===== config.mk =====
export PLATFORM = sky130hd
export DESIGN_NAME = bb3_div
export DESIGN_NICKNAME = d
export VERILOG_FILES = /design/src/rtl/core/bb3_pkg.sv /design/src/rtl/core/bb3_div.sv
export SDC_FILE = /design/constraint.sdc
export NUM_CORES = 1
export LEC_CHECK = 0
export BUFFER_PORTS_ARGS = -buffer_cell sky130_fd_sc_hd__buf_2
export CORE_ASPECT_RATIO = 0.6
export CORE_UTILIZATION = 60
export CTS_BUF_LIST = sky130_fd_sc_hd__clkbuf_8
export DETAILED_ROUTE_END_ITERATION = 6
export PLACE_DENSITY_LB_ADDON = 0.1
export SETUP_SLACK_MARGIN = 0.3
export SLEW_MARGIN = 20
export SYNTH_ARGS = -nofsm -noshare
export SYNTH_HDL_FRONTEND = slang
export SYNTH_SLANG_ARGS = --single-unit

===== constraint.sdc =====
create_clock -name clk -period 9.8 [get_ports clk]
set_clock_uncertainty 0.1 [all_clocks]
set_input_delay 0.49 -clock clk [delete_from_list [all_inputs] [get_ports clk]]
set_output_delay 0.49 -clock clk [all_outputs]
set_load 0.05 [all_outputs]

===== src/rtl/core/bb3_pkg.sv =====
`default_nettype none

package bb3_pkg;

  localparam int CH_W   = 8;
  localparam int PIX_W  = 3 * CH_W;
  localparam int SUM_W  = 12;
  localparam int FW_W   = 11;
  localparam int FH_W   = 16;
  localparam int CFG_W  = 16;
  localparam int PROD_W = 26;

  localparam logic [FW_W-1:0] FRAME_WIDTH_RST  = FW_W'(1024);
  localparam logic [FH_W-1:0] FRAME_HEIGHT_RST = FH_W'(768);
  localparam int              MIN_SIZE         = 2;

  localparam logic REG_FRAME_WIDTH  = 1'b0;
  localparam logic REG_FRAME_HEIGHT = 1'b1;

  // mean of 6 and of 9 by reciprocal multiply, exact over the sum range
  localparam int unsigned RECIP6 = 2731;
  localparam int          SHIFT6 = 14;
  localparam int unsigned RECIP9 = 3641;
  localparam int          SHIFT9 = 15;

  typedef logic [PIX_W-1:0] pixel_t;

  typedef struct packed {
    logic shift;
    logic emit;
    logic last;
    logic row_up;
    logic row_dn;
    logic col_l;
    logic col_r;
  } ctl_t;

  typedef struct packed {
    pixel_t [8:0] px;
    logic         row_up;
    logic         row_dn;
    logic         col_l;
    logic         col_r;
    logic         last;
  } nbh_t;

  typedef struct packed {
    logic [2:0][SUM_W-1:0] sum;
    logic                  rows3;
    logic                  cols3;
    logic                  last;
  } sum_t;

endpackage

`default_nettype wire


===== src/rtl/core/bb3_div.sv =====
`default_nettype none

module bb3_div (
  input  wire logic                          clk,
  input  wire logic                          rst,
  input  wire logic                          sum_valid,
  output logic                               sum_ready,
  input  wire bb3_pkg::sum_t                 sum,
  output logic                               out_valid,
  input  wire logic                          out_ready,
  output logic [bb3_pkg::PIX_W-1:0]          out_data,
  output logic                               out_last
);

  localparam int CH_W   = bb3_pkg::CH_W;
  localparam int SUM_W  = bb3_pkg::SUM_W;
  localparam int PROD_W = bb3_pkg::PROD_W;

  logic [2:0][SUM_W:0]    x4;
  logic [2:0][SUM_W:0]    x6;
  logic [2:0][SUM_W:0]    x9;
  logic [2:0][PROD_W-1:0] p6;
  logic [2:0][PROD_W-1:0] p9;
  logic [2:0][CH_W-1:0]   mean;

  // round half up: floor((2s+n)/(2n)) for n of 4, 6 and 9
  always_comb begin
    for (int ch = 0; ch < 3; ch++) begin
      x4[ch] = {1'b0, sum.sum[ch]} + (SUM_W+1)'(2);
      x6[ch] = {1'b0, sum.sum[ch]} + (SUM_W+1)'(3);
      x9[ch] = {1'b0, sum.sum[ch]} + (SUM_W+1)'(4);
      p6[ch] = PROD_W'(x6[ch]) * PROD_W'(bb3_pkg::RECIP6);
      p9[ch] = PROD_W'(x9[ch]) * PROD_W'(bb3_pkg::RECIP9);
      if (sum.rows3 && sum.cols3) begin
        mean[ch] = p9[ch][bb3_pkg::SHIFT9 +: CH_W];
      end else if (sum.rows3 || sum.cols3) begin
        mean[ch] = p6[ch][bb3_pkg::SHIFT6 +: CH_W];
      end else begin
        mean[ch] = x4[ch][2 +: CH_W];
      end
    end
  end

  assign sum_ready = !out_valid || out_ready;

  always_ff @(posedge clk) begin
    if (sum_valid && sum_ready) begin
      out_data <= {mean[2], mean[1], mean[0]};
      out_last <= sum.last;
    end
  end

  always_ff @(posedge clk) begin
    if (rst) begin
      out_valid <= 1'b0;
    end else if (sum_ready) begin
      out_valid <= sum_valid;
    end
  end

endmodule

`default_nettype wire


Word level (Yosys, flattened, before mapping)
Cells that the tools add are included.
W data, S select, Z words.
{"block": "classes", "n_mux": 6, "n_reduce_logical": 5, "mul": 6, "n_addsub": 9}
{"operator": "$mul A13 B12 Y23 const B", "count": 3}
{"operator": "$mul A13 B12 Y22 const B", "count": 3}
{"operator": "$mux W8", "count": 6}
{"operator": "$add A12 B2 Y13 const B", "count": 3}
{"operator": "$add A12 B3 Y13 const B", "count": 3}
{"operator": "$add A10 B2 Y10 const B", "count": 3}
{"operator": "$logic_and A1 B1 Y1", "count": 2}
{"operator": "$logic_or A1 B1 Y1", "count": 2}
{"operator": "$logic_not A1 Y1", "count": 1}
{"block": "word_totals", "out_inout_bits": 27, "word_cells": 29, "register_bits": 26, "in_bits": 43}

Longest topological paths before layout
{"block": "logic_depth", "ltp_word": 4, "mapped_depth": 26, "ltp_nobuf": 26}

Worst setup path after synthesis
No wires, ideal clock.
{"block": "synth_path", "path_kind": "input to register", "from": "in sum[33] (netlist name)", "to": "reg out_data[23] (netlist name), data pin", "path_stages": 21, "path_buffers": 1, "required_ns": 9.439, "t_arrival_ns": 6.236, "setup_ns": 0.261, "slack_ns": 3.204, "path_cell_list": "clkbuf_1 nand2_1 nor2_1 and4_1 xor2_1 fa_1 ha_1 fa_1 inv_1 fa_1 fa_1 inv_1 ha_1 o21ai_0 nand2_1 and4b_1 a311o_1 a311o_1 a31oi_1 xnor2_1 a221o_1"}
{"item": "start: declaration", "line_no": "bb3_div.sv:8", "rtl": "input wire bb3_pkg::sum_t sum,"}
{"item": "end signal: assignment", "line_no": "bb3_div.sv:48", "rtl": "out_data <= {mean[2], mean[1], mean[0]};"}
{"item": "end: declaration", "line_no": "bb3_div.sv:11", "rtl": "output logic [bb3_pkg::PIX_W-1:0] out_data,"}

==> metrics <==
CTS buffer count=3; Die H=130 um; final setup fails=0; largest family of logic cells by synthesized area=adder cells; crit path launch=sum[30]; Yosys warning total=0; first-pass GRT wire length=61900 um; Layout Cells excl Fill=2171; Design Power=5.31 mW; I/O pin count=70; CP max stage delay=0.59 ns; area leader, netlist=ha_1; Clock Tree Root=clkbuf_8; Main synth FF type=edfxtp_1; CTS tree=done; gr usage total=0.282; Die ar.=27800 um^2; Overflow after GRT=0; slowest CP cell=xnor2_1; startpoint types=input port; worst hold path type=in -> reg; status=finished, final reports clean; Critical Path Most Common Cell=inv_1; hold wc startpoint=rst; Synth Area per Inst=9.22 um^2; fillers=2335; most frequent cells in the layout=inv_1, ha_1, fa_1, xnor2_1, buf_2; WS Path Type=in -> reg; Rows=46; largest net degree at the start of global routing=26; Setup TNS Final=0 ns; Port Buffers=69; XOR/XNOR Fraction of Synth Area=0.0958; Cells after Synth=1765; CTS clk-pin slew, worst paths=0.10 ns; crit path time final=6.82 ns; Initial Utilization=0.614; CTS Sinks=26; number of synthesized flops with an enable pin=25; Synth cell types=59; core area=26500 um^2; most common cell after layout, fill and taps aside=inv_1; WP data arrival=6.77 ns; Net Count, Synth=2447; placed insts=2167; Synth Area in Compound Gates=0.0763; synthesis-stage register bit count=26; Synth top area share=0.322; Max-cap violations=0; Final Wtd Congestion=0.921; Worst Setup End Kind=flip-flop; Hold Buf Count CTS=0; post-route cell area=17000 um^2; cells taking the most area after synthesis=ha_1, fa_1, inv_1; crit-path max FO=10; synthesized-area fraction occupied by adder cells=0.592; Diodes inserted=0; drt total wl=36800 um; Hold WS=0.268 ns; Post-CTS Resized=0; Largest delay share family, worst path=adder cells; f_max=147 MHz; WP buf/inv=7; antenna viol nets, final=0; Final period util=0.696; Via Count=11600; Setup Buffers After CTS=0; Post-layout nets=2494; CTS Buffer Depth=2; worst vdd ir=0.257 mV; PwrDens=312 nW/um^2; ys async rst share=0; Routed wire per std cell=16.9 um; DR pass1 iterations=5; DRC Markers=0; number of global-route vias before repair=12000; mux cell area share after synthesis=0.00123; clk_lat worst skew=0.27 ns; H-tree depth=1; leakage dissipation=9.40 nW; register area share after synthesis=0.0473; measured slew at the worst slew-check pin=0.971 ns; drt via density=5.35; die extent in x=215 um; fraction of layout cells with a size suffix above 1=0.0502; Worst Path Required=9.75 ns; hpwl dp=33500 um; simple-gate area share of the yosys netlist=0.0723; layout overhead on the synthesized area=4.56%; slew margin rel.=0.348; mapped cell area=16300 um^2; Post-DP Area=17000 um^2; DR iter-0 viols=583; RSZ-0062 raised after global routing=no; initial antenna violation count=0; Max Slew Vio Count=0; RR Startpoint=out_valid$_SDFFE_PP0N_; Final Hold Vio Count=0
-- metal layers --
metal	global-route usage	share of wire
met4	0.0429	0.0099
met5	0	0
met1	0.461	0.54
met3	0.0305	0.063
met2	0.398	0.39
-- cell type report --
class / instances / area [um^2] / share of cell area
Sequential cell: 26 / 771 / 0.0453
Clock buffer: 3 / 41.3 / 0.00243
Tap cell: 360 / 450 / 0.0265
Inverter: 469 / 1760 / 0.103
Multi-Input combinational cell: 1242 / 13600 / 0.801
Timing Repair Buffer: 70 / 353 / 0.0207
Clock inverter: 1 / 3.75 / 0.000220
-- path summary, 6_finish.rpt --
| path | to | slack, ns | cells past startpoint |
|---|---|---|---|
| worst max register to register | out_data[13]$_DFFE_PP_ | 8.48 | 3 |
| worst min register to register | out_valid$_SDFFE_PP0N_ | 0.44 | 2 |
| worst min-delay path | out_valid$_SDFFE_PP0N_ | 0.27 | 2 |
| worst max-delay path | out_data[23]$_DFFE_PP_ | 2.98 | 26 |
-- cell usage after synthesis (all sizes together) (5+ instances only) --
cell,n
edfxtp,25
nand4,12
nand2b,8
nand2,57
o211ai,9
nor2b,9
nor3,23
o21ai,31
inv,469
nor2,63
or2,6
o22ai,5
ha,419
xnor2,117
o21a,7
o221ai,6
a21o,21
and4,5
xor2,61
clkbuf,25
a222oi,5
fa,220
or3,6
a21oi,63
nand3,25
o21bai,6
a31oi,5
and2,11
-- stage by stage --
step / setup slack, ns / util
3_3_place_gp: 2.83 / 0.640
5_1_grt: 2.53 / 0.642
3_5_place_dp: 2.71 / 0.640
6_report: 2.98 / 0.642
4_1_cts: 3.02 / 0.642
2_1_floorplan: 3.20 / -
-- sequential cells by signal, indices dropped and copies added (netlist names) --
name / flops
out_valid: 1
out_last: 1
out_data: 24
-- power breakdown --
group	switching (mW)	internal (mW)	leakage, nW
logic	2.95	2.05	9.13
clock network	0.0370	0.0282	0.0269
registers	0.0201	0.216	0.249
-- kinds of logic (layout without fill, tap and decap cells) --
kind of cell,count (synthesis),after routing
flip-flops,26,26
XOR/XNOR,178,178
AND/OR/NAND/NOR,240,240
multiplexers,2,2
buffers and inverters,497,543
adder cells (fa/ha/maj),639,639
AO/OA/AOI/OAI,183,183
Power figures use the tool's default switching activity.
