[config.mk]
export PLATFORM = sky130hd
export DESIGN_NAME = bb3_sum
export DESIGN_NICKNAME = d
export VERILOG_FILES = /design/src/rtl/core/bb3_pkg.sv /design/src/rtl/core/bb3_sum.sv
export SDC_FILE = /design/constraint.sdc
export NUM_CORES = 1
export LEC_CHECK = 0
export BUFFER_PORTS_ARGS = -buffer_cell sky130_fd_sc_hd__buf_4
export CORE_UTILIZATION = 58
export CTS_BUF_LIST = sky130_fd_sc_hd__clkbuf_8
export DETAILED_ROUTE_END_ITERATION = 7
export PLACE_DENSITY = 0.84
export RECOVER_POWER = 100
export SLEW_MARGIN = 20
export SYNTH_ARGS = -nofsm -noshare
export SYNTH_HDL_FRONTEND = slang
export SYNTH_SLANG_ARGS = --single-unit
[constraint.sdc]
create_clock -name clk -period 11.65 [get_ports clk]
set_input_delay 0.5825 -clock clk [delete_from_list [all_inputs] [get_ports clk]]
set_output_delay 0.5825 -clock clk [all_outputs]
set_load 0.02 [all_outputs]
[src/rtl/core/bb3_pkg.sv]
`default_nettype none

package bb3_pkg;

  localparam int CH_W   = 8;
  localparam int PIX_W  = 3 * CH_W;
  localparam int SUM_W  = 12;
  localparam int FW_W   = 11;
  localparam int FH_W   = 16;
  localparam int CFG_W  = 16;
  localparam int PROD_W = 26;

  localparam logic [FW_W-1:0] FRAME_WIDTH_RST  = FW_W'(1024);
  localparam logic [FH_W-1:0] FRAME_HEIGHT_RST = FH_W'(768);
  localparam int              MIN_SIZE         = 2;

  localparam logic REG_FRAME_WIDTH  = 1'b0;
  localparam logic REG_FRAME_HEIGHT = 1'b1;

  // mean of 6 and of 9 by reciprocal multiply, exact over the sum range
  localparam int unsigned RECIP6 = 2731;
  localparam int          SHIFT6 = 14;
  localparam int unsigned RECIP9 = 3641;
  localparam int          SHIFT9 = 15;

  typedef logic [PIX_W-1:0] pixel_t;

  typedef struct packed {
    logic shift;
    logic emit;
    logic last;
    logic row_up;
    logic row_dn;
    logic col_l;
    logic col_r;
  } ctl_t;

  typedef struct packed {
    pixel_t [8:0] px;
    logic         row_up;
    logic         row_dn;
    logic         col_l;
    logic         col_r;
    logic         last;
  } nbh_t;

  typedef struct packed {
    logic [2:0][SUM_W-1:0] sum;
    logic                  rows3;
    logic                  cols3;
    logic                  last;
  } sum_t;

endpackage

`default_nettype wire

[src/rtl/core/bb3_sum.sv]
`default_nettype none

module bb3_sum (
  input  wire logic          clk,
  input  wire logic          rst,
  input  wire logic          nb_valid,
  output logic               nb_ready,
  input  wire bb3_pkg::nbh_t nb,
  output logic               sum_valid,
  input  wire logic          sum_ready,
  output bb3_pkg::sum_t      sum
);

  localparam int CH_W  = bb3_pkg::CH_W;
  localparam int SUM_W = bb3_pkg::SUM_W;

  logic [2:0]            row_ok;
  logic [2:0]            col_ok;
  logic [2:0][SUM_W-1:0] acc;

  always_comb begin
    row_ok = {nb.row_dn, 1'b1, nb.row_up};
    col_ok = {nb.col_r, 1'b1, nb.col_l};
    acc    = '0;
    for (int ch = 0; ch < 3; ch++) begin
      for (int k = 0; k < 9; k++) begin
        if (row_ok[k / 3] && col_ok[k % 3]) begin
          acc[ch] = acc[ch] + SUM_W'(nb.px[k][ch*CH_W +: CH_W]);
        end
      end
    end
  end

  assign nb_ready = !sum_valid || sum_ready;

  always_ff @(posedge clk) begin
    if (nb_valid && nb_ready) begin
      sum.sum   <= acc;
      sum.rows3 <= nb.row_up && nb.row_dn;
      sum.cols3 <= nb.col_l && nb.col_r;
      sum.last  <= nb.last;
    end
  end

  always_ff @(posedge clk) begin
    if (rst) begin
      sum_valid <= 1'b0;
    end else if (nb_ready) begin
      sum_valid <= nb_valid;
    end
  end

endmodule

`default_nettype wire

Word-level counts from Yosys, hierarchy flattened
Cells that the tools add are included.
- flip-flop bits (word level): 40
- bits of input ports: 225
- output and inout bits: 41
- word-level logic and storage cells: 64
- add/sub/neg operators: 24
- muxes and demuxes: 24
- reduce and logical (&&, ||, !) cells: 9
- operator list (kind ; number):
    adder 12 x 8 -> 12 bit ; 23
    two-way mux 12 bit ; 20
    two-way mux 8 bit ; 3
    adder 8 x 8 -> 9 bit ; 1
    two-way mux 9 bit ; 1
    logical AND 1 bit ; 7
    zero test 1 bit ; 1
    logical OR 1 bit ; 1

Logic depth before layout (Yosys ltp)
- depth after elaboration: 17
- gate-level depth with buffers: 54

Worst setup path before layout
OpenSTA, ideal clock, no wires.
- kind: input-to-reg
- start point: input port nb[4] (netlist bit)
- end point: register sum[26] (netlist bit) (data pin)
- setup time: 262 ps
- data arrival time: 9379 ps
- data required time: 11388 ps
- setup slack: 2010 ps
- cell stages on the path: 51
- buffers on the path: 4
- cell sequence: buf_4 -> clkbuf_1 -> clkbuf_1 -> clkbuf_1 -> and3_1 -> ha_1 -> inv_1 -> fa_1 -> nand2b_1 -> nand2_1 -> o21ai_0 -> a21oi_1 -> xnor2_1 -> and2_1 -> ha_1 -> o21a_1 -> o31a_1 -> a211oi_1 -> [... 15 more ...] -> a21boi_0 -> mux2_2 -> ha_1 -> or3_1 -> nand3_1 -> nand2_1 -> ha_1 -> or3_1 -> a21oi_1 -> nor2_1 -> ha_1 -> a21oi_1 -> o21ai_0 -> nand3_1 -> nor3_1 -> or3b_1 -> o211a_1 -> xnor2_1
- RTL lines (element ; line ; text):
    start: declaration ; bb3_sum.sv:8 ; input wire bb3_pkg::nbh_t nb,
    end: declaration ; bb3_sum.sv:11 ; output bb3_pkg::sum_t sum

==> impl_metrics.csv <==
group,metric,value,unit
status,status,"complete, but fails checks",
status,violations,"capacitance limit, slew limit",
grt,grt_usage,30.92,%
timing,slew_viol_final,40,
detailed_routing,wl_per_cell,15.93,µm
floorplanning,dieHeight,147.0,µm
grt,grt_pass1_vias,12390,
yosys,ys_seq_elements,40,
setup_path,cp_data_required_time,11.72,ns
floorplanning,die_w,147.0,µm
clock_network,clk_path_buf_depth,2,
clock_network,clk-insertion-delay-late,0.32,ns
yosys,synthCells,1621,
setup_path,cpPeakStageDelay,0.53,ns
detailed_routing,drcViolationCount,0,
setup_path,critPathLaunchType,"input pin",
setup_path,critPathKind,"in -> reg",
grt,grt_max_degree,65,
power_and_ir_drop,ir_drop,0.1331,mV
timing,min_period_over_period,85.34,%
yosys,synthMuxAreaShare,4.374,%
place,hpwl,27800,µm
timing,fmax,100.6,MHz
timing,timing.slew.headroom,-84.41,%
yosys,syn_area,12190,µm²
timing,min_period,9.942,ns
clock_network,clkTransAtPathRegs,0.10,ns
power_and_ir_drop,power.density,177.2,nW/µm²
detailed_routing,dr.pass1.iters,5,
timing,rsz0062_at_grt,"no",
yosys,synth_nets,2062,
yosys,ys_async_sr_fraction,0,%
grt,antenna_found_initial,2,
run,cap_violations,1,
floorplanning,initial_core_util,59.65,%
yosys,synth.avg_cell_area,7.518,µm²
timing,finalHoldViolCount,0,
yosys,yosysUniqueCellTypes,83,
detailed_routing,vias_per_cell,5.907,
finish,syn_to_final_growth,17.54,%
power_and_ir_drop,p_leak,6.882,nW
yosys,synthFlopType,"edfxtp_1",
setup_path,arrival,10.01,ns
yosys,synth_top_family_by_area,"compound AO/OA/AOI/OAI gates",
detailed_routing,vias,12570,
yosys,ys_seq_area_share,9.774,%
timing,fin_worst_skew,0.008876,ns
finish,drive_above_1_share,15.03,%
detailed_routing,drtIter0Drc,571,
detailed_routing,ant_nets,0,
floorplanning,die-area,21600,µm²
clock_network,root_buffer,"clkbuf_8",
clock_network,cts_setup_buffers,0,
yosys,synth_xor_area_share,10.78,%
yosys,synthAdderAreaFrac,23.82,%
setup_path,worstPathMaxFanout,54,
floorplanning,core_area,20430,µm²
grt,grt-ovfl-total,0,
yosys,synth_compound_area_share,26.34,%
worst_hold_path,hold_path.class,"in -> reg",
clock_network,cts_tree,"built",
grt,grt_first_pass_wirelength,55480,µm
yosys,yosysWarningCount,0,
place,port_buffers,265,
yosys,yosys.area_share.simple,19.60,%
timing,holdWs,0.4076,ns
timing,worstMarginPinSlew,2.765,ns
clock_network,cts-resized-gates,0,
clock_network,cts_made_buffers,5,
setup_path,critPathCaptureType,"flip-flop",
clock_network,htree_num_levels,2,
clock_network,cts_hold_buf,0,
setup_path,slowest_stage,"or4_1",
place,gp_congestion,0.9579,
finish,finalNetCount,2296,
timing,final-setup-viol-count,0,
floorplanning,ios,266,
floorplanning,std_cell_rows,52,
timing,tns,0,ns
detailed_routing,wirelength,33900,µm
yosys,synth_edf_count,39,
clock_network,cts_sinks,40,
## cell usage after synthesis, types with 17 or more instances
cell type	number	area (µm²)
ha_1	192	2402
nor2_1	154	578.1
a21oi_1	133	665.6
o21ai_0	124	620.6
inv_1	123	461.7
nand2_1	116	435.4
xnor2_1	96	840.8
nor2b_1	49	306.5
a21o_1	48	360.4
xor2_1	44	385.4
edfxtp_1	39	1171
clkbuf_1	38	142.6
o21a_1	35	262.8
nand3_1	31	155.2
a211oi_1	27	202.7
and3_1	27	168.9
nor3_1	26	130.1
fa_1	24	480.5
mux2_2	24	270.3
mux2i_1	24	240.2
nand2b_1	21	131.4
and2_1	20	125.1
o21bai_1	19	142.6
a21boi_0	17	127.6
## sequential cells by signal, indices dropped and copies added, names as in the netlist
signal,flops
sum_valid,1
sum,39
## cell type report
| cell class | count | area [µm²] |
|---|---|---|
| diodes | 2 | 5.005 |
| clock buffers | 5 | 68.82 |
| clock inverters | 3 | 18.77 |
| fillers | 1791 | 6106 |
| inverters | 125 | 469.2 |
| multi-input cells | 1411 | 10340 |
| flip-flops and latches | 40 | 1191 |
| well taps | 270 | 337.8 |
| repair buffers | 272 | 1888 |
## final timing paths
| kind | start | endpoint | slack [ns] | cells after the start |
|---|---|---|---|---|
| max reg2reg | sum_valid$_SDFFE_PP0N_ | sum[25]$_DFFE_PP_ | 8.75 | 2 |
| min reg2reg | sum_valid$_SDFFE_PP0N_ | sum_valid$_SDFFE_PP0N_ | 0.53 | 2 |
| max | nb[2] | sum[26]$_DFFE_PP_ | 1.71 | 47 |
| min | rst | sum_valid$_SDFFE_PP0N_ | 0.41 | 2 |
## cell usage in the layout, fill, tap and decap left out, drive strengths merged, types with 25 or more instances in the layout
cell type  Yosys  routed
and3          27      27
buf            7     229
a211oi        27      27
nand3         32      32
o21ai        139     139
edfxtp        39      39
nor2b         49      49
clkbuf        38      48
xnor2         96      96
inv          124     124
ha           192     192
nor2         154     154
a21o          48      48
nand2        116     116
mux2i         25      25
nor3          26      26
a21oi        135     135
xor2          45      45
o21a          35      35
## critical path, delay by kind of cell
kind | cells | cell delay (ns)
adder cells (fa/ha/maj) | 8 | 2.52
AND/OR/NAND/NOR | 12 | 2.49
AO/OA/AOI/OAI | 15 | 2.16
XOR/XNOR | 7 | 1.09
multiplexers | 2 | 0.59
buffers and inverters | 3 | 0.57
## layer usage
layer / GRT usage, % / wire length (µm)
met1: 36.36 / 13780
met2: 56.99 / 16820
met3: 4.472 / 2316
met4: 10.57 / 978
met5: 0 / 0
## power breakdown
| part | switching [W] | internal, W |
|---|---|---|
| Sequential | 0.0000133 | 0.000233 |
| Clock | 0.0000613 | 0.0000420 |
| Combinational | 0.00124 | 0.000952 |
| Total | 0.00131 | 0.00123 |
## cells by family after synthesis
| kind of cell | after synthesis |
|---|---|
| AO/OA/AOI/OAI | 505 |
| XOR/XNOR | 144 |
| adder cells (fa/ha/maj) | 218 |
| buffers and inverters | 170 |
| flip-flops | 40 |
| multiplexers | 49 |
| AND/OR/NAND/NOR | 495 |
## stage by stage
stage | area [µm²] | std cells | util [%] | setup WS (ns) | power (W)
after floorplan | 12190 | 1621 | - | 2.010 | 0.001960
after global routing | 14320 | 2127 | 70.10 | 0.9363 | 0.002801
after CTS | 14480 | 2126 | 70.87 | 1.753 | 0.002552
final | 14320 | 2128 | 70.11 | 1.708 | 0.002538
after detailed placement | 14390 | 2118 | 70.44 | 1.428 | 0.002438
after global placement | 14390 | 2118 | 70.44 | 1.664 | 0.002361
Note: power is estimated with default switching activity, not from simulation.
