**src/rtl/core/bb3_pkg.sv**
```systemverilog
`default_nettype none

package bb3_pkg;

  localparam int CH_W   = 8;
  localparam int PIX_W  = 3 * CH_W;
  localparam int SUM_W  = 12;
  localparam int FW_W   = 11;
  localparam int FH_W   = 16;
  localparam int CFG_W  = 16;
  localparam int PROD_W = 26;

  localparam logic [FW_W-1:0] FRAME_WIDTH_RST  = FW_W'(1024);
  localparam logic [FH_W-1:0] FRAME_HEIGHT_RST = FH_W'(768);
  localparam int              MIN_SIZE         = 2;

  localparam logic REG_FRAME_WIDTH  = 1'b0;
  localparam logic REG_FRAME_HEIGHT = 1'b1;

  // mean of 6 and of 9 by reciprocal multiply, exact over the sum range
  localparam int unsigned RECIP6 = 2731;
  localparam int          SHIFT6 = 14;
  localparam int unsigned RECIP9 = 3641;
  localparam int          SHIFT9 = 15;

  typedef logic [PIX_W-1:0] pixel_t;

  typedef struct packed {
    logic shift;
    logic emit;
    logic last;
    logic row_up;
    logic row_dn;
    logic col_l;
    logic col_r;
  } ctl_t;

  typedef struct packed {
    pixel_t [8:0] px;
    logic         row_up;
    logic         row_dn;
    logic         col_l;
    logic         col_r;
    logic         last;
  } nbh_t;

  typedef struct packed {
    logic [2:0][SUM_W-1:0] sum;
    logic                  rows3;
    logic                  cols3;
    logic                  last;
  } sum_t;

endpackage

`default_nettype wire

```
**src/rtl/core/bb3_ctrl.sv**
```systemverilog
`default_nettype none

module bb3_ctrl #(
  parameter int MAX_WIDTH = 1024
) (
  input  wire logic                          clk,
  input  wire logic                          rst,
  input  wire logic                          cfg_valid,
  input  wire logic                          cfg_index,
  input  wire logic [bb3_pkg::CFG_W-1:0]     cfg_data,
  input  wire logic                          in_valid,
  input  wire logic                          in_ready,
  input  wire logic                          flush,
  input  wire bb3_pkg::pixel_t               pixel,
  output logic                               load,
  output logic [$clog2(MAX_WIDTH)-1:0]       addr,
  output bb3_pkg::pixel_t                    bottom,
  output bb3_pkg::ctl_t                      ctl
);

  localparam int COL_W = $clog2(MAX_WIDTH);
  localparam int WID_W = $clog2(MAX_WIDTH + 1);
  localparam int CW    = (WID_W > bb3_pkg::FW_W) ? WID_W : bb3_pkg::FW_W;
  localparam int FH_W  = bb3_pkg::FH_W;

  logic [bb3_pkg::FW_W-1:0] frame_width;
  logic [FH_W-1:0]          frame_height;
  logic [COL_W-1:0]         in_col, in_col_next;
  logic [FH_W-1:0]          in_row, in_row_next;
  logic [COL_W-1:0]         out_col, out_col_next;
  logic [FH_W-1:0]          out_row, out_row_next;

  logic [CW-1:0]    fw_x;
  logic [CW-1:0]    w_x;
  logic [WID_W-1:0] w;
  logic [FH_W-1:0]  h;
  logic [COL_W-1:0] c;
  logic [WID_W-1:0] c1;
  logic             take;
  logic             at_first;
  logic             emit;
  logic             last;
  logic             out_end_col;
  logic             restart_now;

  // clamped frame size
  always_comb begin
    fw_x = CW'(frame_width);
    if (fw_x < CW'(bb3_pkg::MIN_SIZE)) begin
      w_x = CW'(bb3_pkg::MIN_SIZE);
    end else if (fw_x > CW'(MAX_WIDTH)) begin
      w_x = CW'(MAX_WIDTH);
    end else begin
      w_x = fw_x;
    end
    w = w_x[WID_W-1:0];
    h = (frame_height < FH_W'(bb3_pkg::MIN_SIZE)) ? FH_W'(bb3_pkg::MIN_SIZE) : frame_height;
  end

  always_comb begin
    take        = (flush == (in_row >= h));
    c           = (WID_W'(in_col) >= w) ? '0 : in_col;
    at_first    = (c == '0);
    emit        = at_first ? (in_row >= FH_W'(2)) : (in_row != '0);
    out_end_col = (WID_W'(out_col) == w - 1'b1);
    last        = (out_row == h - 1'b1) && out_end_col;
    restart_now = at_first && emit && last;
    c1          = WID_W'(c) + 1'b1;

    ctl.shift  = !restart_now;
    ctl.emit   = emit;
    ctl.last   = last;
    ctl.row_up = (out_row != '0);
    ctl.row_dn = (out_row < h - 1'b1);
    ctl.col_l  = (out_col != '0);
    ctl.col_r  = !at_first && !out_end_col;

    load   = in_valid && in_ready && take;
    addr   = c;
    bottom = flush ? '0 : pixel;
  end

  always_comb begin
    in_col_next  = in_col;
    in_row_next  = in_row;
    out_col_next = out_col;
    out_row_next = out_row;
    if (cfg_valid) begin
      in_col_next  = '0;
      in_row_next  = '0;
      out_col_next = '0;
      out_row_next = '0;
    end else if (load) begin
      if (restart_now) begin
        in_col_next  = '0;
        in_row_next  = '0;
        out_col_next = '0;
        out_row_next = '0;
      end else begin
        if (emit) begin
          if (last) begin
            out_col_next = '0;
            out_row_next = '0;
          end else if (out_end_col) begin
            out_col_next = '0;
            out_row_next = out_row + 1'b1;
          end else begin
            out_col_next = out_col + 1'b1;
          end
        end
        if (c1 >= w) begin
          in_col_next = '0;
          if (in_row < h) begin
            in_row_next = in_row + 1'b1;
          end
        end else begin
          in_col_next = c1[COL_W-1:0];
        end
      end
    end
  end

  always_ff @(posedge clk) begin
    if (rst) begin
      frame_width  <= bb3_pkg::FRAME_WIDTH_RST;
      frame_height <= bb3_pkg::FRAME_HEIGHT_RST;
      in_col       <= '0;
      in_row       <= '0;
      out_col      <= '0;
      out_row      <= '0;
    end else begin
      in_col  <= in_col_next;
      in_row  <= in_row_next;
      out_col <= out_col_next;
      out_row <= out_row_next;
      if (cfg_valid) begin
        case (cfg_index)
          bb3_pkg::REG_FRAME_WIDTH: begin
            frame_width <= cfg_data[bb3_pkg::FW_W-1:0];
          end
          bb3_pkg::REG_FRAME_HEIGHT: begin
            frame_height <= cfg_data[FH_W-1:0];
          end
          default: begin
          end
        endcase
      end
    end
  end

endmodule

`default_nettype wire

```
**config.mk**
```make
export PLATFORM = sky130hd
export DESIGN_NAME = bb3_ctrl
export DESIGN_NICKNAME = d
export VERILOG_FILES = /design/src/rtl/core/bb3_pkg.sv /design/src/rtl/core/bb3_ctrl.sv
export SDC_FILE = /design/constraint.sdc
export NUM_CORES = 1
export LEC_CHECK = 0
export ABC_AREA = 1
export BUFFER_PORTS_ARGS = -buffer_cell sky130_fd_sc_hd__buf_4
export CORE_ASPECT_RATIO = 0.7
export CORE_MARGIN = 2
export CORE_UTILIZATION = 27
export CTS_BUF_LIST = sky130_fd_sc_hd__clkbuf_16
export DETAILED_ROUTE_END_ITERATION = 6
export GPL_TIMING_DRIVEN = 0
export SYNTH_ARGS = -nofsm -noshare
export SYNTH_HDL_FRONTEND = slang
export SYNTH_SLANG_ARGS = --single-unit
```
**constraint.sdc**
```tcl
create_clock -name clk -period 5.47 [get_ports clk]
set_input_delay 0.8205 -clock clk [delete_from_list [all_inputs] [get_ports clk]]
set_output_delay 0.8205 -clock clk [all_outputs]
set_load 0.01 [all_outputs]
```
## Word-level counts from Yosys, hierarchy flattened

Cells that the tools add are included.

| operators by class | value |
|---|---|
| add/subtract/negate cells | 6 |
| magnitude comparators | 9 |
| eq/ne operators | 3 |
| muxes and demuxes | 19 |
| bitwise logic cells | 1 |
| reductions and logical operators | 23 |

Operator list:

| kind | number |
|---|---|
| 16-bit 2-to-1 mux | 8 |
| 10-bit 2-to-1 mux | 7 |
| 16-bit by 1-bit adder with 16-bit output (second input constant) | 2 |
| 16-bit less-than comparator | 2 |
| 16-bit nonzero test | 2 |
| 24-bit 2-to-1 mux | 1 |
| 11-bit 2-to-1 mux | 2 |
| 16-bit == test | 1 |
| 16-bit >= comparator | 1 |
| 16-bit by 2-bit >= comparator with 1-bit output (second input constant) | 1 |
| 16-bit by 2-bit less-than comparator with 1-bit output (second input constant) | 1 |
| 16-bit by 1-bit subtractor with 16-bit output (second input constant) | 1 |
| 10-bit by 1-bit adder with 11-bit output (second input constant) | 1 |
| 10-bit by 11-bit == test with 1-bit output | 1 |
| 10-bit by 11-bit >= comparator with 1-bit output | 1 |
| 11-bit >= comparator | 1 |
| 11-bit greater-than comparator (second input constant) | 1 |
| 11-bit by 2-bit less-than comparator with 1-bit output (second input constant) | 1 |
| 11-bit by 1-bit subtractor with 11-bit output (second input constant) | 1 |
| 10-bit by 1-bit adder with 10-bit output (second input constant) | 1 |
| 10-bit zero test | 1 |
| 10-bit nonzero test | 1 |
| 1-bit logical AND | 6 |
| 2-bit AND reduction | 3 |
| other kinds (8) | 13 |

| word-level totals | value |
|---|---|
| register bits | 79 |
| output and inout bits | 42 |
| logic and storage cells | 67 |

## Depth between registers and ports, before layout

| depth | value |
|---|---|
| word-level depth | 11 |
| depth in mapped cells | 33 |
| mapped depth without buffers | 31 |

## Worst setup path before layout

OpenSTA, ideal clock, no wires.

| path | value |
|---|---|
| kind | reg-to-reg |
| start | register frame_width[5] in the netlist's numbering |
| end | register in_row[10] |
| library setup time | 0.071 ns |
| data arrival time | 4.784 ns |
| required time | 5.399 ns |
| slack | 0.615 ns |
| cell stages (with the launch flop) | 33 |
| path buffers | 2 |
| clock period less this slack | 4.855 ns |
| cells stage by stage | dfxtp_1 -> nor2_1 -> nand2_1 -> nor2_2 -> nand2_2 -> nand2_4 -> buf_6 -> a21oi_1 -> ha_1 -> nand2_1 -> o21ai_0 -> nand3_1 -> nand4_4 -> nor2_1 -> ha_1 -> inv_1 -> nor3_1 -> nand2_1 -> nor2_1 -> nand3_1 -> nand2_1 -> nand2_1 -> inv_1 -> ha_1 -> a21o_1 -> a31oi_1 -> nor2_1 -> nor2_1 -> nor2_1 -> nand2_1 -> clkbuf_1 -> nand3_1 -> a21oi_2 |

| on the way | value |
|---|---|
| word-level cells in the longest chain between the ends | 11 |
| elaborated cells on any way between the ends | 19 |
| those cells by class | add/sub: 2; order compare: 4; eq/ne: 1; mux: 5; reduce/logical: 7 |

Ends and longest elaborated chain:

| what | RTL line | text |
|---|---|---|
| start, declared | bb3_ctrl.sv:26 | `logic [bb3_pkg::FW_W-1:0] frame_width;` |
| start signal, assigned | bb3_ctrl.sv:125 | `frame_width <= bb3_pkg::FRAME_WIDTH_RST;` |
| start signal, assigned | bb3_ctrl.sv:139 | `frame_width <= cfg_data[bb3_pkg::FW_W-1:0];` |
| 11-bit greater-than comparator | bb3_ctrl.sv:51 | `end else if (fw_x > CW'(MAX_WIDTH)) begin` |
| 11-bit 2-to-1 mux | bb3_ctrl.sv:51 |  |
| 11-bit 2-to-1 mux (*) | bb3_ctrl.sv:49 | `if (fw_x < CW'(bb3_pkg::MIN_SIZE)) begin` |
| 10-bit by 11-bit >= comparator with 1-bit output (*) | bb3_ctrl.sv:62 | `c = (WID_W'(in_col) >= w) ? '0 : in_col;` |
| 10-bit 2-to-1 mux (*) | bb3_ctrl.sv:62 |  |
| named net addr[0] | bb3_ctrl.sv:16 | `output logic [$clog2(MAX_WIDTH)-1:0] addr,` |
| branches (longest 6 deep; another with 10-bit by 1-bit adder with 11-bit output) | n/a |  |
| end signal, assigned | bb3_ctrl.sv:133 | `in_row <= in_row_next;` |
| end, declared | bb3_ctrl.sv:29 | `logic [FH_W-1:0] in_row, in_row_next;` |

Mark *: on every way through the listed nets, which the timed path passes.
A chain may end at the register's enable or synchronous reset.

==> summary.md <==
| Metric | Value |
|---|---|
| Die area | 0.0264 sq mm |
| Number of synthesized flops with an enable pin | 0 |
| Cells on Worst Hold Path | 2 |
| Clk slew on worst S/H paths | 0.07 ns |
| Hold endpoint | frame_height[1] |
| Worst hold start | frame_height[1] |
| Yosys cell types | 43 |
| Psw | 508 uW |
| Initial core utilization | 0.275 |
| Num ports | 89 |
| Drt wl/cell | 13.9 um |
| # fillers | 2652 |
| GP Congestion | 0.891 |
| CTS tree | yes |
| Maximum clock path buffer count | 2 |
| Crit start category | flop |
| Final hold viol count | 0 |
| Dpl cell area | 0.00785 sq mm |
| Synth Cell Area | 0.00679 sq mm |
| Rows | 48 |
| Synth top area cells | dfxtp_1 (23%), ha_1 (12%), nand2_1 (11%), inv_1 (9.1%), nor2_1 (6.7%) |
| Hpwl dp | 16.7 mm |
| IO Port Bufs | 87 |
| Worst r2r src | frame_width[3] |
| YS warnings | 0 |
| Power Dens Cells | 193 mW/mm^2 |
| Crit path DAT | 4.31 ns |
| Switching share of power | 0.320 |
| Internal Power | 1080 uW |
| Reg2reg path depth | 32 |
| Setup Crit Path Kind | reg -> out |
| Synth Net Count | 1164 |
| Core Area | 0.0247 sq mm |
| Pin count of the biggest net entering global routing | 15 |
| Ys async rst share | 0 |
| Final ANT Viol Nets | 0 |
| Worst-skew pair later-pin latency | 0.35 ns |
| FF-to-FF End | in_row[6] |
| DRC violations left | 0 |
| Routed via count | 7057 |
| Comb power frac | 0.216 |
| Final Cycle Share | 0.939 |
| Cell count after synthesis | 1053 |
| Worst min-delay path class | reg -> reg |
| Post-synthesis sequential area ratio | 0.233 |
| Via/cell ratio | 4.75 |
| Antenna diodes | 0 |
| Slew at the pin closest to its max-slew limit | 0.897 ns |
| First DRT Iteration DRCs | 588 |
| #FFs+latches synth | 79 |
| Overall Power | 1590 uW |
| Tmin final | 5.13 ns |
| Top cells by count, synth | nand2_1 (203), inv_1 (164), nor2_1 (122), dfxtp_1 (79), a21oi_1 (72) |
| Sink Count | 79 |
| Fin nets | 1266 |
| Pre-Repair DR Iteration Count | 5 |
| CTS Root Cell | clkbuf_16 |
| FF-to-FF setup slack | 0.52 ns |
| Num CTS Buffers | 9 |
| Post-synth top area share | 0.233 |
| Most frequent cell after synthesis | nand2_1 |
| Design area | 0.00824 sq mm |
| MaxCap Viol Count | 0 |
| Final setup viols | 0 |
| First-pass GRT wire length | 33.3 mm |
| Synth area leader | dfxtp_1 |
| Sequential group share of total power | 0.385 |
| Static Leak | 0.00394 uW |
| Clock Power Share | 0.399 |
| Most used DFF post-synth | dfxtp_1 |
| Die width | 194 um |
| H-Tree Depth | 3 |
| Vias in the first global route | 6411 |
| Area grow syn2layout | 21.4% |
| Initial antenna violation count | 0 |
| GRT overflow | 0 |
| Worst slew margin | 0.386 |
| Crit end category | output pin |
| Peak supply drop | 0.115 mV |
| CP Max Fanout | 5 |
| Worst Path Required | 4.65 ns |
| Die Span Y | 137 um |
| Final WL | 20.7 mm |
| Final setup TNS | 0 ns |
| Total Routing Usage GR | 0.157 |
| Clk_skew | 0.00900 ns |
| Final max-slew violation count | 0 |
| CP Launch Point | frame_height[4] |
| Fmax | 0.195 GHz |
| Layout cells sized above 1 | 0.148 |
| Status | finished clean |
| Mapped Avg Cell Area | 6.45 sq um |
[cell families (layout without fill, tap and decap cells)]
logic type | count (synthesis) | in the layout | share of synthesized area
buffers and inverters | 198 | 305 | 0.116
flip-flops | 79 | 79 | 0.233
AND/OR/NAND/NOR | 504 | 504 | 0.337
XOR/XNOR | 51 | 51 | 0.0658
adder cells (fa/ha/maj) | 64 | 64 | 0.118
AO/OA/AOI/OAI | 157 | 157 | 0.130
[state kept, by name, summed over array words and instances, names as in the netlist]
signal,flops
frame_height,16
in_row,16
out_row,16
frame_width,11
in_col,10
out_col,10
[power by group through the flow]
| stage | logic, uW | clock network, uW | registers [uW] |
|---|---|---|---|
| 2_1_floorplan | 222 | 0 | 617 |
| 3_3_place_gp | 328 | 0 | 623 |
| 3_5_place_dp | 334 | 0 | 624 |
| 4_1_cts | 337 | 640 | 610 |
| 5_1_grt | 387 | 660 | 613 |
| 6_report | 343 | 634 | 611 |
[stage by stage]
step	utilization	hold slack [ns]	instances	worst slack [ns]
2_1_floorplan	-	0.444	1053	0.615
3_3_place_gp	0.318	0.467	1465	-0.432
3_5_place_dp	0.318	0.471	1465	-0.547
4_1_cts	0.331	0.483	1481	0.0564
5_1_grt	0.334	0.519	1485	-0.0142
6_report	0.334	0.494	1485	0.336
[metal layers]
layer	wire length (um)	vias up	global-route usage
li1	-	3641	-
met1	11000	3224	0.238
met2	8370	177	0.234
met3	1150	15	0.0291
met4	165	0	0.0246
met5	0	-	0
[critical path, cell delays in order, from the launching register on]
cell and delay [ns]:
dfxtp_1 0.37, nor2_1 0.12, nand2_1 0.07, nor4_1 0.20, nand4_1 0.20, nand2_1 0.24
nand3_1 0.14, nor3_1 0.25, nand2_1 0.16, nor3_1 0.25, nand4_1 0.15, xor2_1 0.18
ha_1 0.30, nand4_1 0.12, nor3_1 0.07, inv_1 0.11, a21oi_1 0.06, a2111oi_0 0.72
buf_4 0.26
[layout make-up]
type                    instances  area (sq um)  area share
repair buffers                 91           683      0.0829
plain buffers                  27           151      0.0184
inverters                     171           642      0.0779
multi-input cells             776          4480       0.543
clock buffers                   9           225      0.0273
well taps                     325           407      0.0493
flip-flops and latches         79          1580       0.192
clock inverters                 7          73.8     0.00896
[what timing repair did]
item                                    CTS  global route
hold buffers                              0             0
endpoints found under the setup margin   26            28
gates resized for setup                   5            12
buffers inserted                          0             4
cloned                                    0             0
pin swaps                                 0             1
[how the worst max path moves through the flow]
stage	end	slack, ns	cells past startpoint
CTS	in_row[6]	0.06	30
detailed placement	in_row[6]	-0.55	30
finish	ctl[2]	0.34	18
global route	in_row[10]	-0.01	32
floorplan	in_row[10]	0.62	32
global placement	in_row[5]	-0.43	30
[cells in the final DEF, fill, tap and decap left out, drive strengths merged, types with 2 or more instances in the layout]
master and instances:
xor2 47, clkbuf 24, nor4 17, nand3b 11, nand4 24, buf 103, nand2 220, o211ai 3
xnor2 4, dfxtp 79, clkinvlp 3, inv 171, nor2 129, ha 64, o41ai 4, nand3 71
o21a 2, nor3 30, a31oi 2, o21ai 57, o31ai 2, clkinv 3, a21oi 82, a211oi 2
(Power assumes the default switching activity.)
